$ cat config.mk
export PLATFORM = sky130hd
export DESIGN_NAME = hsv_to_rgb_converter
export DESIGN_NICKNAME = d
export VERILOG_FILES = /design/src/rtl/core/hsvrgb_pkg.sv /design/src/rtl/core/hsv_to_rgb_converter.sv /design/src/rtl/core/hsvrgb_sector.sv /design/src/rtl/core/hsvrgb_levels.sv
export VERILOG_INCLUDE_DIRS = /design/src /design/src/rtl/core
export SDC_FILE = /design/constraint.sdc
export NUM_CORES = 2
export LEC_CHECK = 0
export BUFFER_PORTS_ARGS = -buffer_cell sky130_fd_sc_hd__buf_2
export CAP_MARGIN = 20
export CORE_ASPECT_RATIO = 1.2
export CORE_MARGIN = 10
export CORE_UTILIZATION = 35
export DETAILED_ROUTE_END_ITERATION = 7
export SETUP_SLACK_MARGIN = 0.05
export SYNTH_ARGS = -nofsm -noshare
export SYNTH_HDL_FRONTEND = slang
export SYNTH_SLANG_ARGS = --single-unit
$ cat constraint.sdc
create_clock -name clock -period 6.33 [get_ports clock]
set_input_delay 0.3165 -clock clock [delete_from_list [all_inputs] [get_ports clock]]
set_output_delay 0.3165 -clock clock [all_outputs]
set_load 0.05 [all_outputs]
$ cat src/rtl/core/assert_macros.svh
// Assertion macros shared by the RTL files of the HSV to RGB converter.
// Needs nothing else; include by bare file name where assertions are written.
`ifndef ASSERT_MACROS_SVH
`define ASSERT_MACROS_SVH

// Check a property at each rising clock edge, skipped while reset is high
`define ASSERT_PROP(label, clk, rst, prop, msg) \
   label: assert property (@(posedge clk) disable iff (rst) (prop)) else $error(msg);

// Check that a condition implies a consequence in the same cycle
`define ASSERT_IMPL(label, clk, rst, ante, cons, msg) \
   `ASSERT_PROP(label, clk, rst, (ante) |-> (cons), msg)

`endif

$ cat src/rtl/core/hsvrgb_pkg.sv
// Package of the HSV to RGB converter: sector codes, fixed-point constants
// and the stage records passed between modules. Depends on nothing.
package hsvrgb_pkg;

   // Hue sector codes, in order around the color wheel
   localparam logic [2:0] SEC_RED_TO_YELLOW   = 3'd0;
   localparam logic [2:0] SEC_YELLOW_TO_GREEN = 3'd1;
   localparam logic [2:0] SEC_GREEN_TO_CYAN   = 3'd2;
   localparam logic [2:0] SEC_CYAN_TO_BLUE    = 3'd3;
   localparam logic [2:0] SEC_BLUE_TO_MAGENTA = 3'd4;
   localparam logic [2:0] SEC_MAGENTA_TO_RED  = 3'd5;

   // Fixed-point constants: fractions have denominator 255 or 255*255
   localparam int          SECTOR_COUNT = 6;
   localparam logic [7:0]  BYTE_MAX     = 8'd255;
   localparam logic [15:0] HALF_BYTE    = 16'd127;
   localparam logic [23:0] HALF_SQ      = 24'd32512;
   // ceil(2^32 / 255): exact floor(z / 255) for every z below 2^24
   localparam logic [24:0] RECIP_255    = 25'd16843010;

   typedef logic [2:0] sector_type;

   // Hue decoded into sector and fraction, with saturation and value
   typedef struct packed {
      sector_type sector;
      logic [7:0] frac;
      logic [7:0] sat;
      logic [7:0] val;
   } hue_stage_type;

   // The four candidate levels and the sector that picks among them
   typedef struct packed {
      sector_type sector;
      logic [7:0] val;
      logic [7:0] p;
      logic [7:0] q;
      logic [7:0] t;
   } level_stage_type;

endpackage

$ cat src/rtl/core/hsv_to_rgb_converter.sv
// Top level of the HSV to RGB converter: stream ports, valid pipeline,
// output select. Depends on hsvrgb_pkg, hsvrgb_sector, hsvrgb_levels, assert_macros.svh.
//
// Usage:
//   req_* carries one pixel per item: hue, saturation and brightness bytes.
//   rsp_* carries one converted pixel per item: red, green and blue bytes.
//   Every accepted request item gives exactly one response item, in order.
//   The response to an accepted request shows on rsp_tvalid once it has
//   passed every register stage. Throughput: one item per cycle unless the
//   receiver stalls; six register stages (hue decode, four arithmetic
//   stages, output register) all advance together.
//   Stall: while rsp_tvalid is high and rsp_tready low, the whole pipeline
//   holds and req_tready is low; an empty output register lets the
//   pipeline move on even while the receiver stalls.
//   Reset: synchronous, active high; clears all valid bits and holds
//   req_tready low, so the pipeline comes out of reset empty and ready.
`include "assert_macros.svh"

module hsv_to_rgb_converter
   import hsvrgb_pkg::*;
(
   input  logic        clock,
   input  logic        reset,
   input  logic        req_tvalid,
   output logic        req_tready,
   input  logic [23:0] req_tdata,   // hue [7:0], saturation [15:8], brightness [23:16]
   output logic        rsp_tvalid,
   input  logic        rsp_tready,
   output logic [23:0] rsp_tdata    // red [7:0], green [15:8], blue [23:16]
);

   localparam int STAGES = 6;

   logic [STAGES-1:0] valid_ff, valid_in;
   hue_stage_type     hue_ff, hue_in;
   level_stage_type   level_stage;
   logic [23:0]       rgb_ff, rgb_in;
   logic              advance;
   sector_type        sector;
   logic [7:0]        frac;
   logic [7:0]        red, green, blue;

   // Move everything when the output is empty or being taken
   assign advance    = !valid_ff[STAGES-1] || rsp_tready;
   assign req_tready = advance && !reset;

   hsvrgb_sector u_sector (
      .hue    (req_tdata[7:0]),
      .sector (sector),
      .frac   (frac)
   );

   always_comb begin
      hue_in.sector = sector;
      hue_in.frac   = frac;
      hue_in.sat    = req_tdata[15:8];
      hue_in.val    = req_tdata[23:16];
   end

   hsvrgb_levels u_levels (
      .clock       (clock),
      .advance     (advance),
      .hue_stage   (hue_ff),
      .level_stage (level_stage)
   );

   // Route value and levels to the channels by sector
   always_comb begin
      case (level_stage.sector)
         SEC_RED_TO_YELLOW: begin
            red = level_stage.val; green = level_stage.t;   blue = level_stage.p;
         end
         SEC_YELLOW_TO_GREEN: begin
            red = level_stage.q;   green = level_stage.val; blue = level_stage.p;
         end
         SEC_GREEN_TO_CYAN: begin
            red = level_stage.p;   green = level_stage.val; blue = level_stage.t;
         end
         SEC_CYAN_TO_BLUE: begin
            red = level_stage.p;   green = level_stage.q;   blue = level_stage.val;
         end
         SEC_BLUE_TO_MAGENTA: begin
            red = level_stage.t;   green = level_stage.p;   blue = level_stage.val;
         end
         default: begin
            red = level_stage.val; green = level_stage.p;   blue = level_stage.q;
         end
      endcase
      rgb_in = {blue, green, red};
   end

   // Shift valid bits along with the data
   assign valid_in = {valid_ff[STAGES-2:0], req_tvalid};

   always_ff @(posedge clock) begin
      if (reset) begin
         valid_ff <= '0;
      end else if (advance) begin
         valid_ff <= valid_in;
      end
   end

   // Payload registers hold on a stall
   always_ff @(posedge clock) begin
      if (advance) begin
         hue_ff <= hue_in;
         rgb_ff <= rgb_in;
      end
   end

   assign rsp_tvalid = valid_ff[STAGES-1];
   assign rsp_tdata  = rgb_ff;

   // Qualified handshake terms for the latency check
   logic acc_clean, ready_clean;
   assign acc_clean   = req_tvalid && req_tready && !reset;
   assign ready_clean = rsp_tready && !reset;

   `ASSERT_IMPL(sector_in_range, clock, reset, valid_ff[0], hue_ff.sector <= SEC_MAGENTA_TO_RED, "hue sector out of range")
   `ASSERT_IMPL(levels_bounded, clock, reset, valid_ff[STAGES-2], (level_stage.p <= level_stage.val) && (level_stage.q <= level_stage.val) && (level_stage.t <= level_stage.val), "level exceeds value")
   `ASSERT_IMPL(full_turn_wraps, clock, reset, valid_ff[0] && $past(acc_clean) && ($past(req_tdata[7:0]) == BYTE_MAX), (hue_ff.sector == SEC_RED_TO_YELLOW) && (hue_ff.frac == 8'd0), "full hue did not wrap")
   `ASSERT_IMPL(fixed_latency, clock, reset, $past(acc_clean, 6) && $past(ready_clean, 5) && $past(ready_clean, 4) && $past(ready_clean, 3) && $past(ready_clean, 2) && $past(ready_clean, 1), rsp_tvalid, "response missing after pipeline latency")

endmodule

$ cat src/rtl/core/hsvrgb_sector.sv
// Hue decoder of the HSV to RGB converter: splits hue*6 into sector and
// fraction in units of 1/255. Depends on hsvrgb_pkg.
module hsvrgb_sector
   import hsvrgb_pkg::*;
(
   input  logic [7:0] hue,
   output sector_type sector,
   output logic [7:0] frac
);

   logic [10:0] h6;
   logic [10:0] base;
   sector_type  sec;

   assign h6 = 11'(hue) * 11'd6;

   // Count the sector boundaries passed, then take the remainder
   always_comb begin
      sec = SEC_RED_TO_YELLOW;
      for (int k = 1; k < SECTOR_COUNT; k++) begin
         if (h6 >= 11'(k * 255)) begin
            sec = 3'(k);
         end
      end
      base = 11'(sec) * 11'(BYTE_MAX);
      if (h6 >= 11'(SECTOR_COUNT * 255)) begin
         // A full turn wraps back to the start of the first sector
         sector = SEC_RED_TO_YELLOW;
         frac   = 8'd0;
      end else begin
         sector = sec;
         frac   = 8'(h6 - base);
      end
   end

endmodule

$ cat src/rtl/core/hsvrgb_levels.sv
// Arithmetic pipeline of the HSV to RGB converter: forms the levels p, q
// and t over four register stages. Depends on hsvrgb_pkg.
module hsvrgb_levels
   import hsvrgb_pkg::*;
(
   input  logic            clock,
   input  logic            advance,
   input  hue_stage_type   hue_stage,
   output level_stage_type level_stage
);

   typedef struct packed {
      sector_type  sector;
      logic [7:0]  val;
      logic [15:0] sf;
      logic [15:0] snf;
      logic [15:0] pn;
   } prod_type;

   typedef struct packed {
      sector_type  sector;
      logic [7:0]  val;
      logic [7:0]  p;
      logic [23:0] zq;
      logic [23:0] zt;
   } wide_type;

   typedef struct packed {
      sector_type  sector;
      logic [7:0]  val;
      logic [7:0]  p;
      logic [15:0] aq;
      logic [15:0] at;
   } quot_type;

   prod_type        prod_ff, prod_in;
   wide_type        wide_ff, wide_in;
   quot_type        quot_ff, quot_in;
   level_stage_type level_ff, level_in;
   logic [47:0]     mq, mt;

   // floor(x / 255) for x below 255*256, by multiply with 257
   function automatic logic [7:0] div255(input logic [15:0] x);
      logic [24:0] m;
      m = (25'(x) + 25'd1) * 25'd257;
      return m[23:16];
   endfunction

   // Stage one: the products sat*frac, sat*(255-frac) and val*(255-sat)
   always_comb begin
      prod_in.sector = hue_stage.sector;
      prod_in.val    = hue_stage.val;
      prod_in.sf     = 16'(hue_stage.sat) * 16'(hue_stage.frac);
      prod_in.snf    = 16'(hue_stage.sat) * 16'(BYTE_MAX - hue_stage.frac);
      prod_in.pn     = 16'(hue_stage.val) * 16'(BYTE_MAX - hue_stage.sat) + HALF_BYTE;
   end

   // Stage two: scale by value and add half for rounding; finish p
   always_comb begin
      wide_in.sector = prod_ff.sector;
      wide_in.val    = prod_ff.val;
      wide_in.p      = div255(prod_ff.pn);
      wide_in.zq     = 24'(prod_ff.val) * 24'(prod_ff.sf) + HALF_SQ;
      wide_in.zt     = 24'(prod_ff.val) * 24'(prod_ff.snf) + HALF_SQ;
   end

   // Stage three: first divide by 255 through the reciprocal
   assign mq = 48'(wide_ff.zq) * 48'(RECIP_255);
   assign mt = 48'(wide_ff.zt) * 48'(RECIP_255);

   always_comb begin
      quot_in.sector = wide_ff.sector;
      quot_in.val    = wide_ff.val;
      quot_in.p      = wide_ff.p;
      quot_in.aq     = mq[47:32];
      quot_in.at     = mt[47:32];
   end

   // Stage four: second divide by 255, then subtract the drop from value
   always_comb begin
      level_in.sector = quot_ff.sector;
      level_in.val    = quot_ff.val;
      level_in.p      = quot_ff.p;
      level_in.q      = quot_ff.val - div255(quot_ff.aq);
      level_in.t      = quot_ff.val - div255(quot_ff.at);
   end

   // Advance all stages together; hold them on a stall
   always_ff @(posedge clock) begin
      if (advance) begin
         prod_ff  <= prod_in;
         wide_ff  <= wide_in;
         quot_ff  <= quot_in;
         level_ff <= level_in;
      end
   end

   assign level_stage = level_ff;

endmodule

==> out/metrics.yaml <==
status: "complete, no violations"
cpMostUsedCell: "fa_1"
finish.utilization: 0.3856
fp.dieW_um: 302.9
diodes: 0
setup_tns_ns: 0
post-route-period-util: 0.8830
cts_buffers: 34
via_count: 21950
path_buf_inv: 2
rsz0062_at_grt: "no"
synthTopCellsByArea: "ha_1 25%, edfxtp_1 23%, fa_1 19%"
first_pass_iters: 5
fin_crit_ns: 5.590
vias_per_cell: 4.729
final_nets: 4376
gp_congestion: 0.8212
end_kind: "flop"
coreArea_um2: 95260
ant_nets: 0
yosysMostFrequentCell: "ha_1"
clock.fmax_mhz: 178.9
hp-start: "rsp_tready"
relSlewSlack: 0.4233
crit_chain: "and2_1, fa_1, inv_1, fa_1, fa_1, fa_1, inv_1, ha_1, nor2b_1, o21ai_1, a21boi_1, o21ai_0, a211o_1, o21ai_1, or4_1, a311oi_1, a21oi_1, xor2_1"
grt_max_degree: 157
hold_class: "input pin to flop"
grt_pass1_vias: 23320
rows: 124
regToRegStartpoint: "u_levels.prod_ff[52]$_DFFE_PN_"
synth_top_area_frac: 0.2482
drcViolationCount: 0
synth_nets: 4308
synth-seq-area-share: 0.2376
root_buffer: "clkbuf_16"
overflow: 0
die_h_um: 359.5
ctsLongestPathBuffers: 3
drive_above_1_share: 0.04821
crit_arrival_ns: 5.89
wire_per_inst_um: 14.12
syn_area_per_cell_um2: 10.22
cp-start-kind: "flop"
synth_ff_type: "edfxtp_1"
synth_cell_type_count: 77
final.fill_count: 9458
syn_area_um2: 33620
dp_hpwl_mm: 53.86
worstPathMaxFanout: 21
hold_violations: 0
clkLatencyLatePin_ns: 0.57
htree_levels: 2
grt_pass1_wl_mm: 112.6
hold_ws_ns: 0.1543
dieArea_um2: 108900
grt_antenna_before_repair: 1
wirelength_mm: 65.52
async_flop_share: 0
cts_setup_buffers: 0
seq_area_um2: 7988
slowest_stage: "edfxtp_1"
setup_viol: 0
synth_seq_cells: 268
critPathTopFamily: "adder cells"
max-cap-violations: 0
fin_skew_ns: 0.02313
start_util: 0.3529
crit_required_ns: 6.63
area_growth_pct: 9.240
yosysTopAreaCell: "ha_1"
crit_type: "flop to flop"
cts.sinks: 268
grt_use_total: 0.1235
first_iter_violations: 682
synth_commonest_cells: "667 x ha_1, 567 x inv_1, 324 x fa_1, 262 x edfxtp_1, 233 x nand2_1"
yosys_warnings: 0
synth-edff-count: 262
syn_inst: 3289
cpPeakStageDelay_ns: 0.69
io-pin-count: 54
portBuffers: 53
path_clk_slew_ns: 0.06
cts_tree: "yes"
multiInputGateArea_um2: 23250
worst_slew_pin_slew_ns: 0.8650
startpoint: "u_levels.prod_ff[52]$_DFFE_PN_"
slew_violations: 0
==> cells in the final DEF, fill, tap and decap left out, drive strengths merged, types with 39 or more instances in the layout <==
cell type	n
fa	324
and2	184
xor2	52
a21oi	121
inv	571
xnor2	124
edfxtp	262
nor2	131
buf	79
nor2b	90
clkbuf	39
nand2	233
ha	667
nand3	42
o21ai	75
nand2b	69
==> kinds of logic (layout without fill, tap and decap cells) <==
| family | after synthesis | count (layout) | share of synthesized area |
|---|---|---|---|
| flip-flops | 268 | 268 | 0.2376 |
| buffers and inverters | 633 | 725 | 0.07078 |
| XOR/XNOR | 176 | 176 | 0.04641 |
| multiplexers | 17 | 17 | 0.005098 |
| AND/OR/NAND/NOR | 847 | 847 | 0.1297 |
| AO/OA/AOI/OAI | 357 | 357 | 0.06937 |
| adder cells (fa/ha/maj) | 991 | 991 | 0.4411 |
==> sequential cells by signal (all words and copies together) (netlist names) <==
register,flops
hue_ff,26
rsp_tdata,24
u_levels.level_in,19
u_levels.level_stage,35
u_levels.prod_ff,59
u_levels.quot_ff,32
u_levels.quot_in,19
u_levels.wide_ff,48
valid_ff,6
==> path summary, 6_finish.rpt <==
kind / cells after the start / to / slack (ns)
max reg2reg: 18 / u_levels.wide_ff[22]$_DFFE_PN_ / 0.74
max: 18 / u_levels.wide_ff[22]$_DFFE_PN_ / 0.74
min reg2reg: 0 / u_levels.level_in[33]$_DFFE_PN_ / 0.42
min: 4 / valid_ff[3]$_SDFFE_PP0N_ / 0.15
==> worst register-to-register path: stages (launching register included) <==
cell and delay (ns):
edfxtp_1 0.69, and2_1 0.29, fa_1 0.42, inv_1 0.09, fa_1 0.40, fa_1 0.47, fa_1 0.54, inv_1 0.04
ha_1 0.35, nor2b_1 0.15, o21ai_1 0.16, a21boi_1 0.11, o21ai_0 0.20, a211o_1 0.21, o21ai_1 0.11, or4_1 0.44
a311oi_1 0.35, a21oi_1 0.13, xor2_1 0.16
==> metrics by stage <==
step	instances	setup slack (ns)	instance area [µm²]
floorplan	3289	0.8138	33630
global placement	4562	0.8262	35420
detailed placement	4562	0.6893	35420
CTS	4641	0.6897	36730
global route	4641	0.3242	36730
finish	4641	0.7405	36730
==> layer usage <==
metal | vias to the layer above | global-route usage | part of all wire
met5 | - | 0 | 0
met4 | 0 | 0.03104 | 0.022
met3 | 79 | 0.01348 | 0.024
met2 | 198 | 0.2260 | 0.51
met1 | 10640 | 0.1513 | 0.45
li1 | 11030 | - | -
==> what timing repair did <==
action | in CTS | in global routing
setup endpoints to repair | 0 | 0
gates resized for setup | 0 | 0
hold buffers | 19 | 0
hold endpoints to repair | 22 | 0
==> area by class of cell <==
cell class | instances | share of cell area
multi-input cells | 2388 | 0.6331
repair buffers | 98 | 0.01805
inverters | 567 | 0.05805
clock buffers | 39 | 0.02368
clock inverters | 21 | 0.006677
well taps | 1260 | 0.04292
flip-flops and latches | 268 | 0.2175
Power is not shown: default switching activity piles up to over one toggle a cycle in this logic, so the estimate is an artifact.
